**config.mk**
```make
export PLATFORM = sky130hd
export DESIGN_NAME = vsa_ctrl
export DESIGN_NICKNAME = d
export VERILOG_FILES = /design/src/design/vsa_pkg.sv /design/src/design/vsa_ctrl.sv
export SDC_FILE = /design/constraint.sdc
export NUM_CORES = 1
export LEC_CHECK = 0
export ABC_AREA = 1
export BUFFER_PORTS_ARGS = -buffer_cell sky130_fd_sc_hd__buf_2
export CAP_MARGIN = 20
export CELL_PAD_IN_SITES_DETAIL_PLACEMENT = 1
export CELL_PAD_IN_SITES_GLOBAL_PLACEMENT = 2
export CORE_MARGIN = 5
export CORE_UTILIZATION = 27
export CTS_BUF_LIST = sky130_fd_sc_hd__clkbuf_4 sky130_fd_sc_hd__clkbuf_8
export CTS_CLUSTER_SIZE = 40
export DETAILED_ROUTE_END_ITERATION = 10
export PLACE_DENSITY = 0.82
export RECOVER_POWER = 100
export SYNTH_ARGS = -nofsm -noshare
export SYNTH_HDL_FRONTEND = slang
export SYNTH_SLANG_ARGS = --single-unit
```
**constraint.sdc**
```tcl
create_clock -name clk -period 1.5 [get_ports clk]
set_clock_uncertainty 0.2 [all_clocks]
set_input_delay 0.075 -clock clk [delete_from_list [all_inputs] [get_ports clk]]
set_output_delay 0.075 -clock clk [all_outputs]
set_load 0.05 [all_outputs]
```
**src/design/vsa_pkg.sv**
```systemverilog
// Shared types and constants for the variable store ALU.
package vsa_pkg;

    localparam int VSA_VAR_COUNT = 256;
    localparam int DATA_W        = 32;

    localparam logic [7:0] TYPE_IMMEDIATE = 8'hFF;
    localparam logic [7:0] TYPE_VARIABLE  = 8'hFE;

    typedef enum logic [4:0] {
        OP_SET     = 5'd0,
        OP_ADD     = 5'd1,
        OP_SUB     = 5'd2,
        OP_MUL     = 5'd3,
        OP_DIV     = 5'd4,
        OP_AND     = 5'd5,
        OP_OR      = 5'd6,
        OP_NOT     = 5'd7,
        OP_GT      = 5'd8,
        OP_EQ      = 5'd9,
        OP_LT      = 5'd10,
        OP_NE      = 5'd11,
        OP_WAIT_GT = 5'd12,
        OP_WAIT_EQ = 5'd13,
        OP_WAIT_LT = 5'd14,
        OP_WAIT_NE = 5'd15,
        OP_MOD     = 5'd16,
        OP_READ    = 5'd17
    } op_t;

    // Controller to datapath
    typedef struct packed {
        logic capture;
        logic rd_src;
        logic op_load_fixed;
        logic op_load_mem;
        logic cur_load;
        logic exec;
        logic div_start;
        logic div_take;
        logic mem_write;
        logic clear_write;
        logic out_load;
    } vsa_cmd_t;

    // Datapath to controller
    typedef struct packed {
        logic fail;
        logic type_var;
        logic div_req;
        logic div_done;
        logic clear_last;
        logic out_busy;
    } vsa_status_t;

endpackage

```
**src/design/vsa_ctrl.sv**
```systemverilog
// Command sequencer for the variable store ALU.
module vsa_ctrl import vsa_pkg::*; (
    input  logic        clk,
    input  logic        rst_n,
    input  logic        in_valid,
    output logic        in_ready,
    input  vsa_status_t status,
    output vsa_cmd_t    cmd
);

    typedef enum logic [8:0] {
        S_CLEAR    = 9'b000000001,
        S_IDLE     = 9'b000000010,
        S_CHECK    = 9'b000000100,
        S_LOAD_SRC = 9'b000001000,
        S_LOAD_TGT = 9'b000010000,
        S_EXEC     = 9'b000100000,
        S_DIVIDE   = 9'b001000000,
        S_WRITE    = 9'b010000000,
        S_FINISH   = 9'b100000000
    } state_t;

    state_t state_reg, state_next;

    always_comb
    begin
        state_next = state_reg;
        cmd        = '0;
        in_ready   = 1'b0;
        case (state_reg)
            S_CLEAR:
            begin
                cmd.clear_write = 1'b1;
                if (status.clear_last)
                begin
                    state_next = S_IDLE;
                end
            end
            S_IDLE:
            begin
                in_ready    = 1'b1;
                cmd.capture = 1'b1;
                if (in_valid)
                begin
                    state_next = S_CHECK;
                end
            end
            S_CHECK:
            begin
                cmd.op_load_fixed = 1'b1;
                cmd.rd_src        = status.type_var;
                if (status.fail)
                begin
                    state_next = S_FINISH;
                end
                else if (status.type_var)
                begin
                    state_next = S_LOAD_SRC;
                end
                else
                begin
                    state_next = S_LOAD_TGT;
                end
            end
            S_LOAD_SRC:
            begin
                cmd.op_load_mem = 1'b1;
                state_next      = S_LOAD_TGT;
            end
            S_LOAD_TGT:
            begin
                cmd.cur_load = 1'b1;
                state_next   = S_EXEC;
            end
            S_EXEC:
            begin
                cmd.exec = 1'b1;
                if (status.div_req)
                begin
                    cmd.div_start = 1'b1;
                    state_next    = S_DIVIDE;
                end
                else
                begin
                    state_next = S_WRITE;
                end
            end
            S_DIVIDE:
            begin
                if (status.div_done)
                begin
                    cmd.div_take = 1'b1;
                    state_next   = S_WRITE;
                end
            end
            S_WRITE:
            begin
                cmd.mem_write = 1'b1;
                state_next    = S_FINISH;
            end
            S_FINISH:
            begin
                // hold until the response register is free
                if (!status.out_busy)
                begin
                    cmd.out_load = 1'b1;
                    state_next   = S_IDLE;
                end
            end
            default:
            begin
                state_next = S_IDLE;
            end
        endcase
    end

    always_ff @(posedge clk or negedge rst_n)
    begin
        if (!rst_n)
        begin
            state_reg <= S_CLEAR;
        end
        else
        begin
            state_reg <= state_next;
        end
    end

endmodule

```
==> reports/metrics.json <==
{
  "cells_and_area": {
    "area_delta_synth_final_pct": 118,
    "largest_register_ffs": 9,
    "num-fill-cells": 335,
    "ant_cells": 0,
    "commonest_cells_after_routing_fill_and_taps_aside": "23 x buf_4, 19 x nand2_1, 17 x buf_6",
    "drive_gt1_frac": 0.651,
    "register_area_um2": 229,
    "leading_cell_type_in_the_layout_fill_and_taps_excluded": "buf_4",
    "final_util": 0.613,
    "multiInputGateArea_um2": 727,
    "fin_nets": 202
  },
  "grt": {
    "overflow": 0,
    "initial_antenna_violation_count": 0,
    "grt_first_pass_wirelength_mm": 5.90,
    "gr-usage-all-layers": 0.188,
    "vias_in_the_first_global_route": 1219,
    "largest_net_degree_at_the_start_of_global_routing": 10
  },
  "critical_path": {
    "worstPathCellList": "inv_2 -> nand2_1 -> nor2_2 -> nand2_4 -> nor2_4 -> buf_8",
    "timing.rr.start": "state_reg[8]",
    "critPathArrivalTime_ns": 1.59,
    "critical-path-max-stage-delay_ns": 0.39,
    "crit_type": "flop to output pin",
    "cp.required_ns": 1.22,
    "depth_of_the_most_critical_reg_to_reg_path": 9,
    "critical_path_peak_fanout": 7,
    "endpoint_kind": "output pin",
    "rrSetupSlack_ns": -0.24,
    "worstReg2RegEnd": "state_reg[1]",
    "worst_setup_path_start_kind": "flop",
    "crit_slowest_cell": "dfrtp_1"
  },
  "run_status": {
    "result_of_the_run": "finished with violations",
    "failed_checks": "setup timing"
  },
  "sta": {
    "final_setup_viols": 20,
    "finalMaxSlewViolations": 0,
    "layout_worst_path_cycle_share": 1.24,
    "grt_setup_unrepaired": "yes",
    "clock.fmax_mhz": 537,
    "tightestPinTransition_ns": 0.577,
    "finalHoldViolations": 0,
    "worst_setup_slack_final_ns": -0.361,
    "finalWorstPathRequiredPeriod_ns": 1.86,
    "timing.slew.headroom": 0.615
  },
  "floorplan": {
    "floorplan.rows": 19,
    "die-width_um": 63.6,
    "num_io_pins": 21,
    "die-area_mm2": 0.00404,
    "placeableCoreArea_mm2": 0.00276,
    "die_height_um": 63.6,
    "starting_density": 0.281
  },
  "placed_design": {
    "port_buffers": 20,
    "pre_cts_slack_ns": -0.181,
    "place_congestion": 0.854,
    "dpl.hpwl_mm": 2.39
  },
  "clocking": {
    "clkLatencyLatePin_ns": 0.29,
    "clock-root-buffer": "clkbuf_4",
    "h-tree-depth": 1,
    "tritoncts_num_sinks": 9,
    "tritoncts": "done",
    "number_of_buffers_added_by_the_clock_tree_synthesis_step": 3,
    "clockBufferDepth": 2,
    "clk_transition_reported_paths_ns": 0.08
  },
  "route": {
    "initialDrtViolationCount": 24,
    "number_of_remaining_drc_errors": 0,
    "detail_route.wl_per_cell_um": 18.4,
    "wl_mm": 4.10,
    "via_count": 1071,
    "post_detailed_route_via_to_cell_ratio": 4.80,
    "drt_first_pass_iters": 4,
    "detail-route-antenna-nets": 0
  },
  "yosys": {
    "synth.lib_cells_used.distinct": 17,
    "synth-seq-cells": 9,
    "seq_area_frac_synth": 0.292,
    "yosysWarningCount": 0,
    "syn_area_um2": 776,
    "synthesis.nets": 137,
    "avgSynthCellArea_um2": 6.06,
    "number_of_cells_produced_by_synthesis": 128
  },
  "pwr": {
    "power.density_cell_area_mw_per_mm2": 1450,
    "leakagePower_uw": 0.000845,
    "vdd_drop_max_v": 0.00117,
    "post-layout-total-power_uw": 2440
  },
  "worst_hold_path": {
    "min_path_cells": 5,
    "type_of_the_most_critical_hold_path": "input pin to flop",
    "hold_path_end": "state_reg[6]",
    "worst_hold_startpoint": "status[2]"
  },
  "flow_run": {
    "cap_viol_max_count": 0
  }
}
-- through the flow --
stage	area [um2]	TNS, ns	hold slack [ns]	cells
3_3_place_gp	1150	-0.570	-0.257	199
3_5_place_dp	1150	-1.08	-0.251	199
2_1_floorplan	862	-1.16	-0.421	128
6_report	1690	-4.57	0.0512	223
4_1_cts	1480	-3.79	0.00126	215
5_1_grt	1690	-6.19	0.0728	223
-- kinds of logic after synthesis --
family,synth area share
simple gates,0.566
flops,0.292
compound gates,0.0161
buf+inv,0.126
-- area by class of cell --
cell class,instances,area share
sequential,9,0.135
clock buffer,4,0.0178
tap,31,0.0229
timing repair buffer,61,0.333
multi-input combinational,94,0.430
inverter,24,0.0607
-- worst max path at each step --
stage,end,start,slack (ns),cells past startpoint
6_report,cmd[3],state_reg[8],-0.36,6
5_1_grt,cmd[3],state_reg[8],-0.44,6
4_1_cts,cmd[9],state_reg[7],-0.27,6
3_5_place_dp,state_reg[7],state_reg[4],-0.18,8
3_3_place_gp,state_reg[7],state_reg[2],-0.11,9
2_1_floorplan,state_reg[7],state_reg[6],-0.20,8
-- where the power goes --
part	switching (uW)	internal [uW]
Clock	117	122
Sequential	53.1	287
Combinational	1090	775
Total	1260	1180
-- critical path, delay by kind of cell (launching register included) --
family | cells | cell delay [ns]
and+or+nand+nor | 4 | 0.59
DFF | 1 | 0.39
buffers and inverters | 2 | 0.33
-- synth_stat cells, drive strengths merged --
cell type | number | area share
buf | 1 | 0.0097
dfrtp | 8 | 0.26
dfstp | 1 | 0.034
inv | 24 | 0.12
nand2 | 35 | 0.19
nand3 | 19 | 0.13
nand4 | 1 | 0.0081
nor2 | 33 | 0.21
nor3 | 4 | 0.026
o21ai | 1 | 0.0064
o31ai | 1 | 0.0097
-- layer usage --
layer | vias up | wire length, um | global-route usage | share of wire
li1 | 519 | - | - | -
met1 | 526 | 1650 | 0.211 | 0.40
met2 | 19 | 2260 | 0.349 | 0.55
met3 | 7 | 93 | 0.0160 | 0.023
met4 | 0 | 93 | 0.0909 | 0.023
met5 | - | 0 | 0 | 0
-- repair_timing --
| action | 4_1_cts | 5_1_grt |
|---|---|---|
| endpoints found under the hold margin | 16 | 1 |
| pin swaps | 8 | 15 |
| gates resized for setup | 54 | 42 |
| endpoints found under the setup margin | 19 | 20 |
| buffers inserted | 6 | 9 |
| hold buffers | 6 | 1 |
Note: power is estimated with default switching activity, not from simulation.
